--- config.mk ---
export PLATFORM = sky130hd
export DESIGN_NAME = lifo_stack_with_search
export DESIGN_NICKNAME = d
export VERILOG_FILES = /design/src/rtl/lss_pkg.sv /design/src/rtl/lifo_stack_with_search.sv
export SDC_FILE = /design/constraint.sdc
export NUM_CORES = 1
export LEC_CHECK = 0
export ABC_CLOCK_PERIOD_IN_PS = 6350
export BUFFER_PORTS_ARGS = -buffer_cell sky130_fd_sc_hd__buf_2
export CAP_MARGIN = 30
export CORE_MARGIN = 2
export CORE_UTILIZATION = 50
export CTS_BUF_LIST = sky130_fd_sc_hd__clkbuf_2 sky130_fd_sc_hd__clkbuf_4 sky130_fd_sc_hd__clkbuf_8
export DETAILED_ROUTE_END_ITERATION = 6
export PLACE_DENSITY_LB_ADDON = 0.1
export SLEW_MARGIN = 10
export SYNTH_ARGS = -nofsm -noshare
export SYNTH_HDL_FRONTEND = slang
export SYNTH_SLANG_ARGS = --single-unit
--- constraint.sdc ---
create_clock -name clk -period 6.35 [get_ports clk]
set_input_delay 0.635 -clock clk [delete_from_list [all_inputs] [get_ports clk]]
set_output_delay 0.635 -clock clk [all_outputs]
set_load 0.02 [all_outputs]
--- src/rtl/lss_pkg.sv ---
// ----------------------------------------------------------------------------
// lss_pkg
// Shared types and constants for the searchable lifo stack.
// ----------------------------------------------------------------------------
package lss_pkg;

	localparam int DEPTH_DEF    = 32;
	localparam int WORD_W       = 32;
	localparam int CAP_W        = 6;
	localparam int POS_W        = 6;
	localparam int CMD_W        = 3;
	localparam int STATUS_W     = 2;
	localparam logic [CAP_W-1:0] CAP_RESET = 6'd32;

	typedef enum logic [CMD_W-1:0] {
		CMD_PUSH   = 3'd0,
		CMD_POP    = 3'd1,
		CMD_PEEK   = 3'd2,
		CMD_SEARCH = 3'd3,
		CMD_DUMP   = 3'd4
	} cmd_t;

	typedef enum logic [STATUS_W-1:0] {
		STAT_OK       = 2'd0,
		STAT_OVERFLOW = 2'd1,
		STAT_EMPTY    = 2'd2,
		STAT_NOTFOUND = 2'd3
	} status_t;

	typedef enum logic [1:0] {
		ST_IDLE,
		ST_EXEC,
		ST_WALK
	} state_t;

endpackage

--- src/rtl/lifo_stack_with_search.sv ---
// ----------------------------------------------------------------------------
// lifo_stack_with_search
// Lifo stack of signed words in a synchronous ram, with search and dump.
// ----------------------------------------------------------------------------
// Input channel (in_valid / in_stall, cmd and value) takes one command word
// at a time: in_stall is high from acceptance until the command's last
// result word has been loaded into the output register.
// Output channel (out_valid / out_stall, status, data, position, last) is
// one registered stage; it holds its word while out_stall is high, and a
// result loads only when that register is free or draining.
// Timing: acceptance issues the ram read of the top entry. Push, pop and
// peek give their one result from EXEC once the output register is free,
// and the next command is taken after it loads. Search and dump walk the
// ram one entry per cycle from the top while the output register is free:
// search stops at a match or the bottom entry, dump gives fill words; an
// empty stack gives one status word. The single read port sets the walk rate.
// Undefined commands give no result and are dropped at acceptance, so the
// next command can be taken on the following cycle.
// capacity (capacity_we / capacity_wdata) sets the overflow limit; 0 acts
// as 1 and values above DEPTH act as DEPTH.
// Reset clears the fill count (stack empty) and sets capacity to 32; the
// ram is not cleared and needs no clearing pass.
module lifo_stack_with_search #(
	parameter int DEPTH = lss_pkg::DEPTH_DEF
) (
	input  logic                                clk,
	input  logic                                arst_n,
	input  logic                                capacity_we,
	input  logic [lss_pkg::CAP_W-1:0]           capacity_wdata,
	input  logic                                in_valid,
	output logic                                in_stall,
	input  logic [lss_pkg::CMD_W-1:0]           cmd,
	input  logic signed [lss_pkg::WORD_W-1:0]   value,
	output logic                                out_valid,
	input  logic                                out_stall,
	output logic [lss_pkg::STATUS_W-1:0]        status,
	output logic signed [lss_pkg::WORD_W-1:0]   data,
	output logic [lss_pkg::POS_W-1:0]           position,
	output logic                                last
);
	import lss_pkg::*;

	localparam int AW = (DEPTH > 1) ? $clog2(DEPTH) : 1;
	localparam int FW = $clog2(DEPTH + 1);
	localparam int EW = CAP_W + 1;

	// storage
	logic signed [WORD_W-1:0] mem [DEPTH];
	logic signed [WORD_W-1:0] rd_q;

	state_t                   state_q, state_d;
	cmd_t                     cmd_q;
	logic signed [WORD_W-1:0] value_q;
	logic [FW-1:0]            fill_q, fill_d;
	logic [AW-1:0]            idx_q, idx_d;
	logic [POS_W-1:0]         pos_q, pos_d;
	logic [CAP_W-1:0]         cap_q;

	logic                     out_valid_q;
	status_t                  status_q;
	logic signed [WORD_W-1:0] data_q;
	logic [POS_W-1:0]         position_q;
	logic                     last_q;

	logic                     accept;
	logic                     out_free;
	logic                     emit;
	status_t                  emit_status;
	logic signed [WORD_W-1:0] emit_data;
	logic [POS_W-1:0]         emit_pos;
	logic                     emit_last;
	logic                     rd_en;
	logic [AW-1:0]            rd_addr;
	logic                     wr_en;
	logic [EW-1:0]            eff_cap;
	logic                     fill_zero;
	logic                     full;

	assign in_stall  = (state_q != ST_IDLE);
	assign accept    = in_valid && !in_stall;
	assign out_free  = !out_valid_q || !out_stall;
	assign fill_zero = (fill_q == '0);

	always_comb begin
		if (cap_q == '0) begin
			eff_cap = EW'(1);
		end else if ({1'b0, cap_q} > EW'(DEPTH)) begin
			eff_cap = EW'(DEPTH);
		end else begin
			eff_cap = {1'b0, cap_q};
		end
	end

	assign full = (EW'(fill_q) >= eff_cap);

	always_ff @(posedge clk or negedge arst_n) begin
		if (!arst_n) begin
			cap_q <= CAP_RESET;
		end else if (capacity_we) begin
			cap_q <= capacity_wdata;
		end
	end

	// ram, one read and one write port
	always_ff @(posedge clk) begin
		if (wr_en) begin
			mem[fill_q[AW-1:0]] <= value_q;
		end
		if (rd_en) begin
			rd_q <= mem[rd_addr];
		end
	end

	always_ff @(posedge clk or negedge arst_n) begin
		if (!arst_n) begin
			state_q <= ST_IDLE;
			fill_q  <= '0;
		end else begin
			state_q <= state_d;
			fill_q  <= fill_d;
		end
	end

	always_ff @(posedge clk) begin
		if (accept) begin
			cmd_q   <= cmd_t'(cmd);
			value_q <= value;
		end
		idx_q <= idx_d;
		pos_q <= pos_d;
	end

	always_comb begin
		state_d     = state_q;
		fill_d      = fill_q;
		idx_d       = idx_q;
		pos_d       = pos_q;
		rd_en       = 1'b0;
		rd_addr     = AW'(fill_q - FW'(1));
		wr_en       = 1'b0;
		emit        = 1'b0;
		emit_status = STAT_OK;
		emit_data   = '0;
		emit_pos    = '0;
		emit_last   = 1'b1;

		case (state_q)
			ST_IDLE: begin
				if (accept) begin
					rd_en = !fill_zero;
					idx_d = AW'(fill_q - FW'(1));
					pos_d = '0;
					case (cmd_t'(cmd))
						CMD_PUSH, CMD_POP, CMD_PEEK: state_d = ST_EXEC;
						CMD_SEARCH, CMD_DUMP: begin
							state_d = fill_zero ? ST_EXEC : ST_WALK;
						end
						default: state_d = ST_IDLE;
					endcase
				end
			end
			ST_EXEC: begin
				if (out_free) begin
					emit    = 1'b1;
					state_d = ST_IDLE;
					case (cmd_q)
						CMD_PUSH: begin
							if (full) begin
								emit_status = STAT_OVERFLOW;
							end else begin
								wr_en  = 1'b1;
								fill_d = fill_q + FW'(1);
							end
						end
						CMD_POP: begin
							if (fill_zero) begin
								emit_status = STAT_EMPTY;
							end else begin
								fill_d = fill_q - FW'(1);
							end
						end
						CMD_PEEK: begin
							if (fill_zero) begin
								emit_status = STAT_EMPTY;
							end else begin
								emit_data = rd_q;
							end
						end
						CMD_SEARCH: emit_status = STAT_NOTFOUND;
						default:    emit_status = STAT_EMPTY;
					endcase
				end
			end
			ST_WALK: begin
				if (out_free) begin
					// rd_q holds entry idx_q, pos_q places from the top
					if (cmd_q == CMD_DUMP) begin
						emit      = 1'b1;
						emit_data = rd_q;
						emit_pos  = pos_q;
						emit_last = (idx_q == '0);
					end else if (rd_q == value_q) begin
						emit      = 1'b1;
						emit_data = rd_q;
						emit_pos  = pos_q;
					end else if (idx_q == '0) begin
						emit        = 1'b1;
						emit_status = STAT_NOTFOUND;
					end
					if (idx_q == '0 || (cmd_q != CMD_DUMP && rd_q == value_q)) begin
						state_d = ST_IDLE;
					end else begin
						rd_en   = 1'b1;
						rd_addr = idx_q - AW'(1);
						idx_d   = idx_q - AW'(1);
						pos_d   = pos_q + POS_W'(1);
					end
				end
			end
			default: state_d = ST_IDLE;
		endcase
	end

	// output register
	always_ff @(posedge clk or negedge arst_n) begin
		if (!arst_n) begin
			out_valid_q <= 1'b0;
		end else if (emit) begin
			out_valid_q <= 1'b1;
		end else if (!out_stall) begin
			out_valid_q <= 1'b0;
		end
	end

	always_ff @(posedge clk) begin
		if (emit) begin
			status_q   <= emit_status;
			data_q     <= emit_data;
			position_q <= emit_pos;
			last_q     <= emit_last;
		end
	end

	assign out_valid = out_valid_q;
	assign status    = status_q;
	assign data      = data_q;
	assign position  = position_q;
	assign last      = last_q;

`ifndef NO_ASSERTIONS
	a_fill_bound: assert property (@(posedge clk) disable iff (!arst_n)
		EW'(fill_q) <= EW'(DEPTH))
		else $error("fill count beyond depth");

	a_walk_index: assert property (@(posedge clk) disable iff (!arst_n)
		(state_q == ST_WALK) |->
		(EW'(pos_q) + EW'(idx_q) + EW'(1) == EW'(fill_q)))
		else $error("walk index and position out of step");

	a_push_fill: assert property (@(posedge clk) disable iff (!arst_n)
		(emit && state_q == ST_EXEC && cmd_q == CMD_PUSH && emit_status == STAT_OK)
		|=> (fill_q == $past(fill_q) + FW'(1)))
		else $error("push did not grow the stack");

	a_emit_free: assert property (@(posedge clk) disable iff (!arst_n)
		(out_valid_q && out_stall) |-> !emit)
		else $error("result loaded over a stalled word");
`endif

endmodule
==> key figures <==
Critical path
  • Critical path depth: 10
  • Critical path buffers and inverters: 1
  • Worst setup path start: value_q[30]$_DFFE_PP_
  • R2r endpoint: rd_q[13]$_DFFE_PP_
  • CP endpoint kind: register
  • Reg2reg setup slack: 0.71 ns
  • WP data arrival: 6.25 ns
  • Reg2Reg Depth: 10
  • Slowest stage delay, CP: 0.80 ns
  • Path type of the worst setup path: reg -> reg
  • Critical path, cell by cell: xnor2_1, nand4_1, nor4_2, a31o_1, mux2_8, buf_4, nand2_1, a21oi_1, o22ai_1, nor4_1
  • CP endpoint: rd_q[13]$_DFFE_PP_
  • Worst setup SP type: register
  • Worst-path maximum fanout: 88
  • Req. time, crit path: 6.96 ns
  • CP max stage cell: edfxtp_1
  • RR Startpoint: value_q[30]$_DFFE_PP_
  • Crit-path leading delay family: simple AND/OR/NAND/NOR gates

Placement
  • Placer Congestion: 0.914
  • Placed inst area: 0.0478 sq mm
  • HPWL Detailed: 84700 um
  • Buffers on Ports: 88
  • DP Cell Count: 4269

Synthesis
  • Synthesized area: 0.0452 sq mm
  • Top-count cell post-synth: edfxtp_1
  • Syn Inst Count: 3089
  • Post-synth top area share: 0.760
  • Register area share after synthesis: 0.768
  • Synth Warn #: 0
  • Number of synthesized flops with an enable pin: 1143
  • Netlist cell types: 53
  • Synth top area cells: edfxtp_1, a21oi_1, nand2_1
  • #FFs+latches synth: 1158
  • Largest area contributor in the netlist: edfxtp_1
  • Syn avg cell area: 14.6 sq um
  • Synth Flop Type: edfxtp_1
  • Fraction of registers with async set/reset: 0.0130
  • Most frequent cells after synthesis: edfxtp_1, nand2_1, a21oi_1
  • Post-synthesis net count: 3151

Clock network
  • CTS Buffer Depth: 3
  • CTS clk-pin slew, worst paths: 0.06 ns
  • CTS Sinks: 1158
  • Worst-Skew Late Latency: 0.86 ns
  • Post-CTS Repair Setup Buffers: 0
  • TritonCTS buffer count: 184
  • CTS tree: built
  • Clk root buf: clkbuf_8
  • Depth of the CTS H-tree: 4

Global routing
  • Peak-usage layer in the global routing report: met2
  • Met1 Use GR: 0.421
  • M3 GR Usage: 0.0926
  • First-pass GRT wire length: 198000 um
  • Largest net degree at the start of global routing: 112
  • GR Util All Layers: 0.300
  • Vias in the first global route: 27600
  • Initial antenna violation count: 15
  • GRT overflow: 0
  • Global routing usage on met2: 0.438

Die
  • DIE AREA: 0.0928 sq mm
  • Die height: 305 um
  • Core area: 0.0897 sq mm
  • Io pins: 89
  • Die Wd: 305 um
  • Cell Rows: 110
  • Initial Util: 0.503

Timing
  • Final Setup Violations: 0
  • Worst slew margin: 0.352
  • Fmax: 0.177 GHz
  • Tmin final: 5.64 ns
  • Tightest Pin Transition: 0.973 ns
  • WHS: 0.0730 ns
  • Worst Skew: 0.0378 ns
  • RSZ-0062 raised after global routing: false
  • Tcrit/Tclk final: 0.888
  • Total Neg Setup Slack: 0 ns
  • Hold Vio Cnt, Final: 0
  • Max Slew Vio Count: 0

Drt
  • Routed vias: 29000
  • WL per Instance: 30.3 um
  • Remaining DRCs: 0
  • Vias/cell: 6.25
  • Final wirelength: 140000 um
  • Post-route ant nets: 0
  • Initial drt markers: 4045
  • Drt first pass iters: 5

Finish
  • Nets: 3381
  • Final Cell Area: 0.0517 sq mm
  • FILL cells: 7181
  • Area Growth Syn to Fin: 14.4%
  • Layout cells sized above 1: 0.159
  • Post-layout util: 0.576
  • Finished Layout Cells: 4631

Power and ir drop
  • Leak Pwr: 0.0171 uW
  • Maximum VDD drop: 632 uV
  • Switching share of power: 0.440
  • Net Sw Power: 13000 uW
  • Clock network power share: 0.207
  • Logic pwr share: 0.457
  • Pwr dens: 573 mW/mm^2
  • Flop pwr share: 0.336
  • Internal: 16600 uW

Worst hold path
  • Min-Delay Path Class: in -> reg

Run status
  • Outcome: finished, final reports clean

Run
  • MaxCap Viol Count: 0
[power groups by stage]
stage,logic [uW],registers [uW],clock network [uW]
finish,13500,9950,6130
global route,14300,9960,6530
CTS,13300,9920,6210
detailed placement,13200,10100,0
global placement,13000,10100,0
floorplan,7860,10000,0
[registers in the layout, summed over array words and instances, names as in the netlist]
register,flops
value_q,32
status,2
idx_q,5
cap_q,6
data,32
last,1
out_valid,1
pos_q,6
rd_q,32
mem,1024
position,6
fill_q,6
cmd_q,3
state_q,2
[final cells by class]
cell class | count | area (sq um) | area share
Clock buffer | 260 | 3130 | 0.0605
Inverter | 11 | 41.3 | 0.000799
Antenna cell | 3 | 7.51 | 0.000145
Timing Repair Buffer | 248 | 2170 | 0.0421
Clock inverter | 59 | 355 | 0.00687
Tap cell | 1176 | 1470 | 0.0285
Multi-Input combinational cell | 1716 | 9810 | 0.190
Sequential cell | 1158 | 34700 | 0.671
[per-layer routing]
metal | vias up | wire length, um
met5 | - | 90
met4 | 12 | 5220
met3 | 295 | 17100
met2 | 1694 | 61900
met1 | 14600 | 56000
li1 | 12300 | -
[logic make-up after synthesis]
group | share of synthesized area
flops | 0.768
compound gates | 0.124
simple gates | 0.0682
buf+inv | 0.0223
xor+xnor | 0.00950
fa+ha+maj | 0.00465
mux | 0.00346
[placed cells by master, fill, tap and decap left out, types with 14 or more instances in the layout]
cell / n
dfrtp_1: 14
a21oi_1: 494
a22o_1: 32
nor4_1: 33
nor2_4: 33
edfxtp_1: 1143
dlygate4sd3_1: 40
buf_12: 34
buf_4: 85
a221o_1: 32
clkbuf_8: 188
clkbuf_4: 72
ha_1: 16
nand2_1: 545
a22oi_1: 192
o2bb2ai_1: 32
nor2_1: 22
clkinv_1: 38
and2_1: 46
xnor2_1: 42
buf_2: 88
o22ai_1: 96
[worst min path at each step]
stage	from	endpoint	slack, ns	depth (start not counted)
final	capacity_we	cap_q[5]$_DFFE_PN1P_	0.07	2
after global routing	capacity_we	cap_q[5]$_DFFE_PN1P_	0.07	2
after CTS	capacity_we	cap_q[5]$_DFFE_PN1P_	0.002	2
after detailed placement	fill_q[5]$_DFFE_PN0P_	fill_q[5]$_DFFE_PN0P_	0.51	1
after global placement	cap_q[0]$_DFFE_PN0P_	cap_q[0]$_DFFE_PN0P_	0.50	1
after floorplan	arst_n	cap_q[0]$_DFFE_PN0P_	0.34	0
[metrics by stage]
step                      setup WS [ns]  total power [uW]
after floorplan                    1.85             17900
final                             0.711             29600
after global placement            0.844             23100
after CTS                         0.908             29400
after global routing              0.668             30800
after detailed placement          0.909             23300
[timing repair]
| action | 4_1_cts | 5_1_grt |
|---|---|---|
| resized for setup | 0 | 0 |
| hold endpoints to repair | 54 | 0 |
| hold buffers | 40 | 0 |
No activity file was read; power rests on OpenSTA's default activity.
